$ cat config.mk
export PLATFORM = sky130hd
export DESIGN_NAME = tile_wrap_address_gen_core_flat
export DESIGN_NICKNAME = d
export VERILOG_FILES = /design/src/hw/rtl/twag_pkg.sv /design/src/hw/rtl/twag_if.sv /design/src/hw/rtl/tile_wrap_address_gen_core.sv /design/src/hw/rtl/twag_entry.sv /design/src/hw/rtl/twag_cell.sv /design/src/hw/rtl/twag_finish.sv /design/src/flat_wrapper.sv
export SDC_FILE = /design/constraint.sdc
export NUM_CORES = 2
export LEC_CHECK = 0
export ABC_AREA = 1
export BUFFER_PORTS_ARGS = -buffer_cell sky130_fd_sc_hd__buf_2
export CORE_ASPECT_RATIO = 2
export CORE_UTILIZATION = 38
export DETAILED_ROUTE_END_ITERATION = 10
export SYNTH_ARGS = -nofsm -noshare
export SYNTH_HDL_FRONTEND = slang
export SYNTH_SLANG_ARGS = --single-unit
$ cat constraint.sdc
create_clock -name clk_i -period 6.1 [get_ports clk_i]
set_input_delay 1.22 -clock clk_i [delete_from_list [all_inputs] [get_ports clk_i]]
set_output_delay 1.22 -clock clk_i [all_outputs]
set_load 0.05 [all_outputs]
$ cat src/hw/rtl/twag_pkg.sv
// ============================================================================
// twag_pkg
// Shared widths, register codes and beat types of the tile wrap address
// generator.
// ============================================================================
`timescale 1ns / 1ps
`default_nettype none

package twag_pkg;

  // Coordinate width of every register, input field and output address.
  localparam int unsigned COORD_BITS = 16;
  // Magnitude of (pixel - origin); one divider cell per bit.
  localparam int unsigned DIV_BITS   = COORD_BITS + 1;
  // Remainder width: a positive extent is at most 2^(COORD_BITS-1)-1.
  localparam int unsigned REM_BITS   = COORD_BITS - 1;
  // Config index width; leaves room for codes that map to no register.
  localparam int unsigned CFG_IDX_BITS = 4;

  typedef logic [COORD_BITS-1:0] coord_t;
  typedef logic [DIV_BITS-1:0]   quo_t;
  typedef logic [REM_BITS-1:0]   rem_t;

  typedef enum logic [CFG_IDX_BITS-1:0] {
    CfgOriginX = 4'd0,
    CfgOriginY = 4'd1,
    CfgExtentW = 4'd2,
    CfgExtentH = 4'd3,
    CfgDestW   = 4'd4,
    CfgDestH   = 4'd5,
    CfgSrcW    = 4'd6,
    CfgSrcH    = 4'd7
  } cfg_reg_e;

  // Configuration register file contents.
  typedef struct packed {
    coord_t origin_x;
    coord_t origin_y;
    coord_t extent_w;
    coord_t extent_h;
    coord_t dest_w;
    coord_t dest_h;
    coord_t src_w;
    coord_t src_h;
  } cfg_t;

  // Beat travelling down the divider chain.
  typedef struct packed {
    coord_t dest_x;
    coord_t dest_y;
    logic   zero_fill;
    logic   neg_x;
    logic   neg_y;
    quo_t   quo_x;
    quo_t   quo_y;
    rem_t   rem_x;
    rem_t   rem_y;
  } div_item_t;

  // Beat after the floor fix-up, before origin add and clamp.
  typedef struct packed {
    coord_t dest_x;
    coord_t dest_y;
    logic   zero_fill;
    rem_t   wrap_x;
    rem_t   wrap_y;
  } wrap_item_t;

endpackage : twag_pkg

`default_nettype wire

$ cat src/hw/rtl/twag_if.sv
// ============================================================================
// twag_if
// Valid/ready channels of the tile wrap address generator: pixel in,
// address out, configuration write.
// ============================================================================
`timescale 1ns / 1ps
`default_nettype none

interface twag_pixel_if;
  logic                    valid;
  logic                    ready;
  twag_pkg::coord_t        pixel_x;
  twag_pkg::coord_t        pixel_y;

  modport source (output valid, output pixel_x, output pixel_y, input ready);
  modport sink   (input valid, input pixel_x, input pixel_y, output ready);
endinterface : twag_pixel_if

interface twag_addr_if;
  logic                    valid;
  logic                    ready;
  twag_pkg::coord_t        dest_x;
  twag_pkg::coord_t        dest_y;
  logic                    zero_fill;
  twag_pkg::coord_t        source_x;
  twag_pkg::coord_t        source_y;

  modport source (output valid, output dest_x, output dest_y, output zero_fill,
                  output source_x, output source_y, input ready);
  modport sink   (input valid, input dest_x, input dest_y, input zero_fill,
                  input source_x, input source_y, output ready);
endinterface : twag_addr_if

interface twag_cfg_if;
  logic                                  valid;
  logic                                  ready;
  logic [twag_pkg::CFG_IDX_BITS-1:0]     index;
  twag_pkg::coord_t                      data;

  modport source (output valid, output index, output data, input ready);
  modport sink   (input valid, input index, input data, output ready);
endinterface : twag_cfg_if

`default_nettype wire

$ cat src/hw/rtl/tile_wrap_address_gen_core.sv
// ============================================================================
// tile_wrap_address_gen_core
// Repeat-wrap texture address generator: maps each output pixel into the
// source tile with a floored modulo per axis and clamps to the input image.
// ============================================================================
//
//  channel  | dir | beat payload                                   | notes
//  ---------+-----+------------------------------------------------+------------------
//  pix_i    | in  | pixel_x, pixel_y                               | valid/ready
//  addr_o   | out | dest_x, dest_y, zero_fill, source_x, source_y  | valid/ready
//  cfg_i    | in  | index, data                                    | always ready
//
//  One pixel beat per clock while addr_o is not stalled, through the
//  entry stage, one remainder cell per magnitude bit, fix-up, clamp/output.
//  The row of remainder cells sets the pipeline depth; each cell does one
//  restoring subtract per axis.
//  Every stage has its own valid and takes a beat when it is empty or its
//  successor moves, so bubbles collapse and a stall on addr_o backs up only
//  once the whole chain is full.
//  Pixels outside the output are accepted and dropped at the entry stage.
//  Reset clears all valids and loads the register defaults (image size 1,
//  everything else 0). Write config only while the chain is empty.
//
`timescale 1ns / 1ps
`default_nettype none

module tile_wrap_address_gen_core (
  input  wire logic   clk_i,
  input  wire logic   rst_ni,
  twag_pixel_if.sink  pix_i,
  twag_addr_if.source addr_o,
  twag_cfg_if.sink    cfg_i
);
  import twag_pkg::*;

  cfg_t      cfg_q;
  rem_t      ext_x, ext_y;

  // Chain position 0 is the entry stage, position k+1 is cell k.
  div_item_t         chain_item  [DIV_BITS+1];
  logic [DIV_BITS:0] chain_valid;
  logic [DIV_BITS:0] chain_ready;

  // --------------------------------------------------------------------------
  // Configuration registers; indexes past the list are dropped.
  // --------------------------------------------------------------------------
  assign cfg_i.ready = 1'b1;

  always_ff @(posedge clk_i or negedge rst_ni) begin
    if (!rst_ni) begin
      cfg_q <= '{src_w: coord_t'(1), src_h: coord_t'(1), default: '0};
    end else if (cfg_i.valid && cfg_i.ready) begin
      unique case (cfg_reg_e'(cfg_i.index))
        CfgOriginX: cfg_q.origin_x <= cfg_i.data;
        CfgOriginY: cfg_q.origin_y <= cfg_i.data;
        CfgExtentW: cfg_q.extent_w <= cfg_i.data;
        CfgExtentH: cfg_q.extent_h <= cfg_i.data;
        CfgDestW:   cfg_q.dest_w   <= cfg_i.data;
        CfgDestH:   cfg_q.dest_h   <= cfg_i.data;
        CfgSrcW:    cfg_q.src_w    <= cfg_i.data;
        CfgSrcH:    cfg_q.src_h    <= cfg_i.data;
        default: ;
      endcase
    end
  end

  // Positive extents fit the remainder width; others only feed zero-fill beats.
  assign ext_x = cfg_q.extent_w[REM_BITS-1:0];
  assign ext_y = cfg_q.extent_h[REM_BITS-1:0];

  // --------------------------------------------------------------------------
  // Entry: range check, sign and magnitude of the distance to the origin.
  // --------------------------------------------------------------------------
  twag_entry u_entry (
    .clk_i   (clk_i),
    .rst_ni  (rst_ni),
    .pix_i   (pix_i),
    .cfg_i   (cfg_q),
    .valid_o (chain_valid[0]),
    .ready_i (chain_ready[0]),
    .item_o  (chain_item[0])
  );

  // --------------------------------------------------------------------------
  // Remainder chain: one cell per magnitude bit, MSB first.
  // --------------------------------------------------------------------------
  for (genvar k = 0; k < DIV_BITS; k++) begin : g_cell
    twag_cell u_cell (
      .clk_i   (clk_i),
      .rst_ni  (rst_ni),
      .ext_x_i (ext_x),
      .ext_y_i (ext_y),
      .valid_i (chain_valid[k]),
      .ready_o (chain_ready[k]),
      .item_i  (chain_item[k]),
      .valid_o (chain_valid[k+1]),
      .ready_i (chain_ready[k+1]),
      .item_o  (chain_item[k+1])
    );
  end

  // --------------------------------------------------------------------------
  // Floor fix-up, origin add, clamp, output register.
  // --------------------------------------------------------------------------
  twag_finish u_finish (
    .clk_i   (clk_i),
    .rst_ni  (rst_ni),
    .cfg_i   (cfg_q),
    .valid_i (chain_valid[DIV_BITS]),
    .ready_o (chain_ready[DIV_BITS]),
    .item_i  (chain_item[DIV_BITS]),
    .addr_o  (addr_o)
  );

  // --------------------------------------------------------------------------
  // Assertions
  // --------------------------------------------------------------------------

  // A zero-fill beat never carries a fetch address.
  a_zero_fill_no_addr : assert property (
    @(posedge clk_i) disable iff (!rst_ni)
    addr_o.valid && addr_o.zero_fill |-> (addr_o.source_x == '0) && (addr_o.source_y == '0)
  ) else $error("zero-fill beat with nonzero source address");

  // The input only stalls when the whole chain is backed up behind addr_o.
  a_stall_from_output : assert property (
    @(posedge clk_i) disable iff (!rst_ni)
    !pix_i.ready |-> addr_o.valid && !addr_o.ready
  ) else $error("input stalled without an output stall");

  // A result leaves the output register only by being taken.
  a_no_lost_result : assert property (
    @(posedge clk_i) disable iff (!rst_ni)
    $fell(addr_o.valid) |-> $past(addr_o.ready)
  ) else $error("output beat dropped without handshake");

endmodule : tile_wrap_address_gen_core

`default_nettype wire

$ cat src/hw/rtl/twag_entry.sv
// ============================================================================
// twag_entry
// Entry stage: drop pixels outside the output, take the signed distance to
// the tile origin apart into sign and magnitude, flag zero fill.
// ============================================================================
`timescale 1ns / 1ps
`default_nettype none

module twag_entry (
  input  wire logic               clk_i,
  input  wire logic               rst_ni,
  twag_pixel_if.sink              pix_i,
  input  wire twag_pkg::cfg_t     cfg_i,
  output logic                    valid_o,
  input  wire logic               ready_i,
  output twag_pkg::div_item_t     item_o
);
  import twag_pkg::*;

  localparam int unsigned DiffBits = COORD_BITS + 2;

  logic                valid_q;
  div_item_t           item_q;
  div_item_t           item_d;
  logic                in_range;
  logic [DiffBits-1:0] pos_x, neg_x, pos_y, neg_y;

  assign pix_i.ready = !valid_q || ready_i;

  // Both directions in parallel; the sign of one picks the magnitude.
  assign pos_x = {2'b00, pix_i.pixel_x} - {{2{cfg_i.origin_x[COORD_BITS-1]}}, cfg_i.origin_x};
  assign neg_x = {{2{cfg_i.origin_x[COORD_BITS-1]}}, cfg_i.origin_x} - {2'b00, pix_i.pixel_x};
  assign pos_y = {2'b00, pix_i.pixel_y} - {{2{cfg_i.origin_y[COORD_BITS-1]}}, cfg_i.origin_y};
  assign neg_y = {{2{cfg_i.origin_y[COORD_BITS-1]}}, cfg_i.origin_y} - {2'b00, pix_i.pixel_y};

  assign in_range = (pix_i.pixel_x < cfg_i.dest_w) && (pix_i.pixel_y < cfg_i.dest_h);

  always_comb begin
    item_d           = '0;
    item_d.dest_x    = pix_i.pixel_x;
    item_d.dest_y    = pix_i.pixel_y;
    item_d.zero_fill = cfg_i.extent_w[COORD_BITS-1] || (cfg_i.extent_w == '0) ||
                       cfg_i.extent_h[COORD_BITS-1] || (cfg_i.extent_h == '0);
    item_d.neg_x     = pos_x[DiffBits-1];
    item_d.neg_y     = pos_y[DiffBits-1];
    item_d.quo_x     = pos_x[DiffBits-1] ? neg_x[DIV_BITS-1:0] : pos_x[DIV_BITS-1:0];
    item_d.quo_y     = pos_y[DiffBits-1] ? neg_y[DIV_BITS-1:0] : pos_y[DIV_BITS-1:0];
    item_d.rem_x     = '0;
    item_d.rem_y     = '0;
  end

  // Drop pixels outside the output: accept the beat, load no valid.
  always_ff @(posedge clk_i or negedge rst_ni) begin
    if (!rst_ni) begin
      valid_q <= 1'b0;
    end else if (pix_i.ready) begin
      valid_q <= pix_i.valid && in_range;
    end
  end

  always_ff @(posedge clk_i) begin
    if (pix_i.valid && pix_i.ready) begin
      item_q <= item_d;
    end
  end

  assign valid_o = valid_q;
  assign item_o  = item_q;

endmodule : twag_entry

`default_nettype wire

$ cat src/hw/rtl/twag_cell.sv
// ============================================================================
// twag_cell
// One restoring remainder step per axis: shift in the next magnitude bit,
// subtract the extent when it fits, hand the beat to the next cell.
// ============================================================================
`timescale 1ns / 1ps
`default_nettype none

module twag_cell (
  input  wire logic                clk_i,
  input  wire logic                rst_ni,
  input  wire twag_pkg::rem_t      ext_x_i,
  input  wire twag_pkg::rem_t      ext_y_i,
  input  wire logic                valid_i,
  output logic                     ready_o,
  input  wire twag_pkg::div_item_t item_i,
  output logic                     valid_o,
  input  wire logic                ready_i,
  output twag_pkg::div_item_t      item_o
);
  import twag_pkg::*;

  logic              valid_q;
  div_item_t         item_q;
  div_item_t         item_d;
  logic [REM_BITS:0] trial_x, trial_y, diff_x, diff_y;

  assign ready_o = !valid_q || ready_i;

  assign trial_x = {item_i.rem_x, item_i.quo_x[DIV_BITS-1]};
  assign trial_y = {item_i.rem_y, item_i.quo_y[DIV_BITS-1]};
  assign diff_x  = trial_x - {1'b0, ext_x_i};
  assign diff_y  = trial_y - {1'b0, ext_y_i};

  always_comb begin
    item_d       = item_i;
    item_d.quo_x = {item_i.quo_x[DIV_BITS-2:0], 1'b0};
    item_d.quo_y = {item_i.quo_y[DIV_BITS-2:0], 1'b0};
    item_d.rem_x = (trial_x >= {1'b0, ext_x_i}) ? diff_x[REM_BITS-1:0]
                                                : trial_x[REM_BITS-1:0];
    item_d.rem_y = (trial_y >= {1'b0, ext_y_i}) ? diff_y[REM_BITS-1:0]
                                                : trial_y[REM_BITS-1:0];
  end

  always_ff @(posedge clk_i or negedge rst_ni) begin
    if (!rst_ni) begin
      valid_q <= 1'b0;
    end else if (ready_o) begin
      valid_q <= valid_i;
    end
  end

  always_ff @(posedge clk_i) begin
    if (valid_i && ready_o) begin
      item_q <= item_d;
    end
  end

  assign valid_o = valid_q;
  assign item_o  = item_q;

endmodule : twag_cell

`default_nettype wire

$ cat src/hw/rtl/twag_finish.sv
// ============================================================================
// twag_finish
// Floor fix-up of the remainder, then origin add and clamp to the input
// image into the output register.
// ============================================================================
`timescale 1ns / 1ps
`default_nettype none

module twag_finish (
  input  wire logic                clk_i,
  input  wire logic                rst_ni,
  input  wire twag_pkg::cfg_t      cfg_i,
  input  wire logic                valid_i,
  output logic                     ready_o,
  input  wire twag_pkg::div_item_t item_i,
  twag_addr_if.source              addr_o
);
  import twag_pkg::*;

  logic                wrap_valid_q;
  wrap_item_t          wrap_q;
  wrap_item_t          wrap_d;
  logic                wrap_ready;
  logic                out_valid_q;
  coord_t              dest_x_q, dest_y_q, src_x_q, src_y_q;
  logic                zero_fill_q;
  coord_t              src_x_d, src_y_d;
  logic [COORD_BITS:0] sum_x, sum_y;
  coord_t              hi_x, hi_y;

  assign wrap_ready = !out_valid_q || addr_o.ready;
  assign ready_o    = !wrap_valid_q || wrap_ready;

  // Negative distance with a nonzero remainder folds to extent - remainder.
  always_comb begin
    wrap_d.dest_x    = item_i.dest_x;
    wrap_d.dest_y    = item_i.dest_y;
    wrap_d.zero_fill = item_i.zero_fill;
    wrap_d.wrap_x    = (item_i.neg_x && (item_i.rem_x != '0))
                       ? cfg_i.extent_w[REM_BITS-1:0] - item_i.rem_x : item_i.rem_x;
    wrap_d.wrap_y    = (item_i.neg_y && (item_i.rem_y != '0))
                       ? cfg_i.extent_h[REM_BITS-1:0] - item_i.rem_y : item_i.rem_y;
  end

  always_ff @(posedge clk_i or negedge rst_ni) begin
    if (!rst_ni) begin
      wrap_valid_q <= 1'b0;
    end else if (ready_o) begin
      wrap_valid_q <= valid_i;
    end
  end

  always_ff @(posedge clk_i) begin
    if (valid_i && ready_o) begin
      wrap_q <= wrap_d;
    end
  end

  // A zero image size clamps like a size of one.
  assign hi_x  = (cfg_i.src_w == '0) ? '0 : cfg_i.src_w - coord_t'(1);
  assign hi_y  = (cfg_i.src_h == '0) ? '0 : cfg_i.src_h - coord_t'(1);
  assign sum_x = {2'b00, wrap_q.wrap_x} + {cfg_i.origin_x[COORD_BITS-1], cfg_i.origin_x};
  assign sum_y = {2'b00, wrap_q.wrap_y} + {cfg_i.origin_y[COORD_BITS-1], cfg_i.origin_y};

  always_comb begin
    if (wrap_q.zero_fill || sum_x[COORD_BITS]) begin
      src_x_d = '0;
    end else if (sum_x[COORD_BITS-1:0] > hi_x) begin
      src_x_d = hi_x;
    end else begin
      src_x_d = sum_x[COORD_BITS-1:0];
    end
    if (wrap_q.zero_fill || sum_y[COORD_BITS]) begin
      src_y_d = '0;
    end else if (sum_y[COORD_BITS-1:0] > hi_y) begin
      src_y_d = hi_y;
    end else begin
      src_y_d = sum_y[COORD_BITS-1:0];
    end
  end

  always_ff @(posedge clk_i or negedge rst_ni) begin
    if (!rst_ni) begin
      out_valid_q <= 1'b0;
    end else if (wrap_ready) begin
      out_valid_q <= wrap_valid_q;
    end
  end

  always_ff @(posedge clk_i) begin
    if (wrap_valid_q && wrap_ready) begin
      dest_x_q    <= wrap_q.dest_x;
      dest_y_q    <= wrap_q.dest_y;
      zero_fill_q <= wrap_q.zero_fill;
      src_x_q     <= src_x_d;
      src_y_q     <= src_y_d;
    end
  end

  assign addr_o.valid     = out_valid_q;
  assign addr_o.dest_x    = dest_x_q;
  assign addr_o.dest_y    = dest_y_q;
  assign addr_o.zero_fill = zero_fill_q;
  assign addr_o.source_x  = src_x_q;
  assign addr_o.source_y  = src_y_q;

endmodule : twag_finish

`default_nettype wire

$ cat src/flat_wrapper.sv
// flat-port wrapper written by rule: the top's interface ports become plain ports
module tile_wrap_address_gen_core_flat import twag_pkg::*;
  (clk_i, rst_ni, pix_i_valid, pix_i_pixel_x, pix_i_pixel_y, pix_i_ready, addr_o_valid, addr_o_dest_x, addr_o_dest_y, addr_o_zero_fill, addr_o_source_x, addr_o_source_y, addr_o_ready, cfg_i_valid, cfg_i_index, cfg_i_data, cfg_i_ready);
  twag_pixel_if pix_i_i ();
  twag_addr_if addr_o_i ();
  twag_cfg_if cfg_i_i ();
  input  wire logic clk_i;
  input  wire logic rst_ni;
  input wire logic [$bits(pix_i_i.valid)-1:0] pix_i_valid;
  input wire logic [$bits(pix_i_i.pixel_x)-1:0] pix_i_pixel_x;
  input wire logic [$bits(pix_i_i.pixel_y)-1:0] pix_i_pixel_y;
  output wire logic [$bits(pix_i_i.ready)-1:0] pix_i_ready;
  output wire logic [$bits(addr_o_i.valid)-1:0] addr_o_valid;
  output wire logic [$bits(addr_o_i.dest_x)-1:0] addr_o_dest_x;
  output wire logic [$bits(addr_o_i.dest_y)-1:0] addr_o_dest_y;
  output wire logic [$bits(addr_o_i.zero_fill)-1:0] addr_o_zero_fill;
  output wire logic [$bits(addr_o_i.source_x)-1:0] addr_o_source_x;
  output wire logic [$bits(addr_o_i.source_y)-1:0] addr_o_source_y;
  input wire logic [$bits(addr_o_i.ready)-1:0] addr_o_ready;
  input wire logic [$bits(cfg_i_i.valid)-1:0] cfg_i_valid;
  input wire logic [$bits(cfg_i_i.index)-1:0] cfg_i_index;
  input wire logic [$bits(cfg_i_i.data)-1:0] cfg_i_data;
  output wire logic [$bits(cfg_i_i.ready)-1:0] cfg_i_ready;
  assign pix_i_i.valid = pix_i_valid;
  assign pix_i_i.pixel_x = pix_i_pixel_x;
  assign pix_i_i.pixel_y = pix_i_pixel_y;
  assign pix_i_ready = pix_i_i.ready;
  assign addr_o_valid = addr_o_i.valid;
  assign addr_o_dest_x = addr_o_i.dest_x;
  assign addr_o_dest_y = addr_o_i.dest_y;
  assign addr_o_zero_fill = addr_o_i.zero_fill;
  assign addr_o_source_x = addr_o_i.source_x;
  assign addr_o_source_y = addr_o_i.source_y;
  assign addr_o_i.ready = addr_o_ready;
  assign cfg_i_i.valid = cfg_i_valid;
  assign cfg_i_i.index = cfg_i_index;
  assign cfg_i_i.data = cfg_i_data;
  assign cfg_i_ready = cfg_i_i.ready;
  tile_wrap_address_gen_core u_core (.clk_i(clk_i), .rst_ni(rst_ni), .pix_i(pix_i_i), .addr_o(addr_o_i), .cfg_i(cfg_i_i));
endmodule
After elaboration in Yosys (flattened, before gate mapping):

Cells that the tools add are included.

* flip-flop bits (word level): 1722
* bits of input ports: 57
* output and inout bits: 68
* logic and storage cells: 413

* $add $sub $neg: 44
* magnitude comparators: 38
* equality and inequality tests: 7
* multiplexer cells: 42
* reductions and logical operators: 84

Operator list (number)
* $ge A16 B15 Y1: 32
* $mux W15: 34
* $sub A15 B15 Y15: 34
* $logic_not A16 Y1: 4
* $mux W16: 4
* $sub A17 B16 Y18: 2
* $add A16 B16 Y17: 2
* $mux W17: 2
* $sub A16 B17 Y17: 2
* $gt A16 B16 Y1: 2
* $lt A16 B16 Y1: 2
* $sub A16 B1 Y16 const B: 2
* $ge A1 B15 Y1: 2
* $reduce_bool A15 Y1: 2
* $sub A1 B15 Y15: 2
* $logic_or A1 B1 Y1: 25
* $logic_and A1 B1 Y1: 24
* $logic_not A1 Y1: 20
* $eq A4 B3 Y1 const B: 4
* $reduce_and A2 Y1: 8
* $eq A4 B2 Y1 const B: 2
* $eq A4 B1 Y1 const B: 1
* $logic_not A4 Y1: 1
* $mux W1: 2

Longest topological paths before layout:

* depth after elaboration: 22
* depth in mapped cells: 24
* depth with buffers taken out: 23

Hierarchy:

A second synthesis with hierarchy kept.

* cell total of the unflattened synthesis: 13249
* area, all modules: 114924.0 sq um

Modules (own cells, without submodules)
* twag_cell: times used 17, cells each 596, area each 5381.4 sq um, sequential area each 2937.8 sq um
* twag_finish: times used 1, cells each 1387, area each 10228.6 sq um, sequential area each 3893.7 sq um
* twag_entry: times used 1, cells each 1124, area each 7793.7 sq um, sequential area each 2097.0 sq um
* tile_wrap_address_gen_core: times used 1, cells each 606, area each 5417.7 sq um, sequential area each 3205.6 sq um

Worst setup path after synthesis:

Ideal clock, no wire load.

* path kind: input port to flip-flop
* start point: input addr_o_ready
* end point: register u_core.g_cell[2].u_cell.item_q, in the netlist u_core.g_cell[2].u_cell.item_o[0] (enable)
* library setup time: 546 ps
* data arrival time: 5788 ps
* required time: 5554 ps
* slack: -235 ps
* stages: 12
* buffers on the path: 0
* path through: inv_1 > nand4_2 > nor2_4 > nand4_4 > nor2_4 > nand4_4 > nor2_4 > nand2_2 > nor2_2 > nand3_2 > nor2_4 > nor2_1

* cells in the longest elaborated chain, start to end: 18

Ends and longest elaborated chain
* start: declaration: line flat_wrapper.sv:19 `input wire logic [$bits(addr_o_i.ready)-1:0] addr_o_ready;`
* $logic_or A1 B1 Y1: line twag_finish.sv:31 `assign wrap_ready = !out_valid_q || addr_o.ready;`
* $logic_or A1 B1 Y1: line twag_finish.sv:32 `assign ready_o = !wrap_valid_q || wrap_ready;`
* $logic_or A1 B1 Y1 (15 in series): line twag_cell.sv:28 `assign ready_o = !valid_q || ready_i;`
* $logic_and A1 B1 Y1: line twag_cell.sv:54 `if (valid_i && ready_o) begin`
* end signal: assignment: line twag_cell.sv:55 `item_q <= item_d;`
* end: declaration: line twag_cell.sv:24 `div_item_t item_q;`

Every way passes these cells.
A chain may end at the register's enable or synchronous reset.

Final worst setup path:

* start point: register u_core.cfg_q[112] (netlist bit)
* end point: register u_core.u_finish.src_x_q[10], in the netlist u_core.u_finish.addr_o.source_x[10], data pin

* cells in the longest elaborated chain, start to end: 3
* elaborated cells on any way between the ends: 4
* those cells by class: add/sub (1); order compare (1); mux (1); reduce/logical (1)

Ends and longest elaborated chain
* start: declaration: line tile_wrap_address_gen_core.sv:36 `cfg_t cfg_q;`
* $add A16 B16 Y17 (*): line twag_finish.sv:62 `assign sum_x = {2'b00, wrap_q.wrap_x} + {cfg_i.origin_x[COORD_BITS-1], cfg_i.origin_x};`
* $gt A16 B16 Y1: line twag_finish.sv:68 `end else if (sum_x[COORD_BITS-1:0] > hi_x) begin`
* $mux W16: line twag_finish.sv:68
* end signal: assignment: line twag_finish.sv:95 `src_x_q <= src_x_d;`
* end: declaration: line twag_finish.sv:25 `coord_t dest_x_q, dest_y_q, src_x_q, src_y_q;`

Every way passes the cells marked *; elsewhere a longest branch is shown, timed or not.

==> impl_metrics.csv <==
group,metric,value,unit
floorplanning,dieArea,236000,sq um
route,wirelength,214000,um
timing,relSlewSlack,0.157,
timing,worst_pin_slew,1.27,ns
power,p_comb_frac,0.371,
synth,synthFlopType,"edfxtp_1",
route,met1_length,75500,um
route,drtAntennaViolNets,0,
synth,syn_area_per_cell,11.1,sq um
setup_path,path_delay_family,"compound AO/OA/AOI/OAI gates",
clocking,clkTransAtPathRegs,0.06,ns
floorplanning,dieWidth,344,um
floorplanning,dieHeight,686,um
timing,fin_crit,4.60,ns
setup_path,end_kind,"register",
timing,finalHoldViolCount,0,
synth,synth_seq_area_share,0.573,
placement,place_hpwl,161000,um
finish,area_delta_synth_final,10.6,%
grt,grt_use_total,0.180,
clocking,clock_path_buffers,4,
power,clockPowerShare,0.241,
power,switching_power,0.0157,W
floorplanning,initial_core_util,0.383,
clocking,postCtsSetupBuffers,0,
run_status,status,"complete, no violations",
timing,finalWorstSetupSlack,1.50,ns
clocking,ctsResizeCount,0,
clocking,cts_tree,"yes",
timing,finalSetupTns,0,ns
synth,synthXorXnorAreaFrac,0.0475,
synth,synth_edf_count,1574,
synth,yosys.area_share.adder,0.104,
finish,nets,9017,
route,vias,58100,
finish,register_area,51000,sq um
setup_path,required,6.62,ns
timing,report.final.slew_viol_count,0,
timing,finalSetupViolCount,0,
timing,fin_crit_sh,0.754,
setup_path,arrival,5.12,ns
clocking,htreeDepth,4,
setup_path,crit_path_max_fanout,15,
floorplanning,ios,125,
timing,rsz0062_at_grt,"false",
synth,synth_mux_area_frac,0,
setup_path,critPathKind,"reg2reg",
placement,pre_cts_slack,1.48,ns
setup_path,cp_common_cell,"nand2_1",
timing,fmax,217,MHz
timing,skew,0.0409,ns
grt,grt_max_degree,105,
placement,gp_congestion,0.928,
synth,ys_warn_count,0,
hold_path,timing.hold.worst.class,"reg2reg",
setup_path,critPathSlowestCell,"dfrtp_1",
finish,multiInputGateArea,34200,sq um
route,firstDrtPassIters,6,
setup_path,worst-path-buf-inv,4,
grt,grt_overflow_total,0,
grt,grt_pass1_vias,59800,
clocking,clock-sinks,1722,
finish,drive_above_1_share,0.0958,
floorplanning,rows,250,
synth,async_flop_share,0.0859,
run,maxCapViolations,0,
finish,nFillCells,21800,
placement,portBuffers,123,
power,cellPowerDensity,440,nW/um^2
grt,grt_pass1_wl,327000,um
synth,ys_types,72,
route,highest_layer,"met5",
grt,antenna_found_initial,6,
route,viasPerCell,5.10,
clocking,cts-root-buf,"clkbuf_16",
power,p_int,0.0275,W
synth,syn-cell-area,88900,sq um
power,ir_drop,0.000300,V
route,wl_met2,115000,um
power,sw_frac_of_total,0.364,
power,p_leak,39.0,nW
synth,synth_compound_area_frac,0.109,
synth,synthCells,8032,
setup_path,cpPeakStageDelay,0.42,ns
floorplanning,core-area,232000,sq um
clocking,hold_buffers,0,
synth,yosys.area_share.simple,0.123,
setup_path,crit_chain,"ha_1 -> fa_1 -> nand3_1 -> nand2_1 -> a21oi_1 -> o21ai_2 -> nand3_1 -> nand2_1 -> nand2_1 -> nand2_1 -> xor2_1 -> inv_1 -> ha_1 -> nand4_1 -> a31oi_1 -> a2111oi_0 -> nand2_1 -> nand2_1 -> buf_4 -> clkinv_1 -> buf_4 -> o21ai_0 -> nor2_1",
synth,synthesis.nets,8801,
synth,synth-seq-cells,1722,
setup_path,start_kind,"register",
route,routedWlPerCell,18.8,um
route,wl_met3,6670,um
synth,synth_top_family_by_area,"simple AND/OR/NAND/NOR gates",
clocking,cts_buffers,163,
route,dr.first_iter.drc_count,2908,
route,drcViolationCount,0,
clocking,clock_latency,0.81,ns
power,p_seq_frac,0.388,
==> area by class of cell <==
class                           count  area share
Clock inverter                     91      0.0106
Timing Repair Buffer              188      0.0113
Antenna cell                        2   0.0000509
Multi-Input combinational cell   5394       0.348
Sequential cell                  1722       0.518
Tap cell                         3024      0.0385
Inverter                          779      0.0298
Clock buffer                      196      0.0439
==> metrics by stage <==
| stage | hold slack, ns | instance area [sq um] | cells | util | total power, W |
|---|---|---|---|---|---|
| floorplan | 0.400 | 89000 | 8032 | - | 0.0289 |
| global placement | 0.401 | 93000 | 11100 | 0.401 | 0.0327 |
| detailed placement | 0.405 | 93000 | 11100 | 0.401 | 0.0329 |
| CTS | 0.386 | 98400 | 11400 | 0.424 | 0.0436 |
| global route | 0.384 | 98400 | 11400 | 0.424 | 0.0460 |
| finish | 0.388 | 98400 | 11400 | 0.424 | 0.0432 |
==> cell families after synthesis <==
logic type,count (synthesis)
XOR/XNOR,482
other,1
buffers and inverters,916
AO/OA/AOI/OAI,1709
adder cells (fa/ha/maj),712
AND/OR/NAND/NOR,2490
flip-flops,1722
==> sequential cells by signal (all words and copies together) (netlist names) <==
signal / cells
u_core.u_finish.addr_o.dest_y: 16
u_core.u_finish.wrap_valid_q: 1
u_core.u_finish.addr_o.zero_fill: 1
u_core.cfg_q: 128
u_core.u_finish.addr_o.valid: 1
u_core.u_finish.addr_o.source_x: 16
u_core.u_entry.item_o: 69
u_core.g_cell.u_cell.valid_o: 17
u_core.g_cell.u_cell.item_o: 1377
u_core.u_entry.valid_o: 1
u_core.u_finish.addr_o.source_y: 16
u_core.u_finish.addr_o.dest_x: 16
u_core.u_finish.wrap_q: 63
==> placed cells by master (no fill, tap or decap), types with 113 or more instances in the layout <==
| master | n |
|---|---|
| o21ai_0 | 400 |
| dfrtp_1 | 146 |
| ha_1 | 672 |
| edfxtp_1 | 1574 |
| nor3_1 | 127 |
| a21oi_1 | 879 |
| nand3_1 | 175 |
| nand2_2 | 113 |
| clkbuf_16 | 167 |
| inv_1 | 760 |
| nor2_1 | 683 |
| xor2_1 | 291 |
| buf_2 | 122 |
| nand2_1 | 1141 |
| xnor2_1 | 191 |
==> synth_stat cells (15+ instances only) <==
cell / n / area [sq um]
ha_1: 672 / 8410
a21boi_0: 23 / 173
nor2_2: 59 / 369
nand3_1: 175 / 876
buf_6: 29 / 327
a31oi_1: 17 / 106
nand2_4: 20 / 225
a21oi_1: 880 / 4400
nand2_1: 1141 / 4280
nor3_1: 128 / 641
clkbuf_1: 37 / 139
buf_2: 45 / 225
nor2_1: 692 / 2600
dfrtp_1: 146 / 3650
nand4_1: 35 / 219
nand2_2: 113 / 707
xor2_1: 291 / 2550
o21ai_1: 63 / 315
xnor2_1: 191 / 1670
nor4_1: 50 / 313
inv_1: 772 / 2900
a21oi_2: 69 / 604
o31ai_1: 36 / 270
edfxtp_1: 1574 / 47300
a21boi_1: 61 / 458
o21bai_2: 15 / 169
nor3_2: 18 / 180
or2_2: 16 / 100
a211oi_1: 21 / 158
o21ai_0: 400 / 2000
fa_1: 40 / 801
==> layer usage <==
metal / vias up / global-route usage
met5: - / 0
met4: 4 / 0.124
met3: 581 / 0.0201
met2: 1174 / 0.345
met1: 27700 / 0.177
li1: 28700 / -
==> worst paths after layout <==
check                      slack (ns)                                  end  cells past startpoint                          startpoint
max                              1.50  u_core.u_finish.addr_o.source_x[10]                     23                   u_core.cfg_q[112]
min                              0.39   u_core.g_cell[3].u_cell.item_o[69]                      0  u_core.g_cell[2].u_cell.item_o[69]
max reg2reg                      1.50  u_core.u_finish.addr_o.source_x[10]                     23                   u_core.cfg_q[112]
min reg2reg                      0.39   u_core.g_cell[3].u_cell.item_o[69]                      0  u_core.g_cell[2].u_cell.item_o[69]
max in group asynchronous        4.19                     u_core.cfg_q[72]                      2                              rst_ni
min in group asynchronous        0.60                     u_core.cfg_q[18]                      1                              rst_ni
==> power by group through the flow <==
| stage | Combinational, W | Clock [W] | Sequential [W] |
|---|---|---|---|
| 3_5_place_dp | 0.0159 | 0 | 0.0170 |
| 4_1_cts | 0.0161 | 0.0107 | 0.0168 |
| 6_report | 0.0161 | 0.0104 | 0.0168 |
| 2_1_floorplan | 0.0119 | 0 | 0.0170 |
| 3_3_place_gp | 0.0157 | 0 | 0.0170 |
| 5_1_grt | 0.0179 | 0.0111 | 0.0169 |
Note: power is estimated with default switching activity, not from simulation.
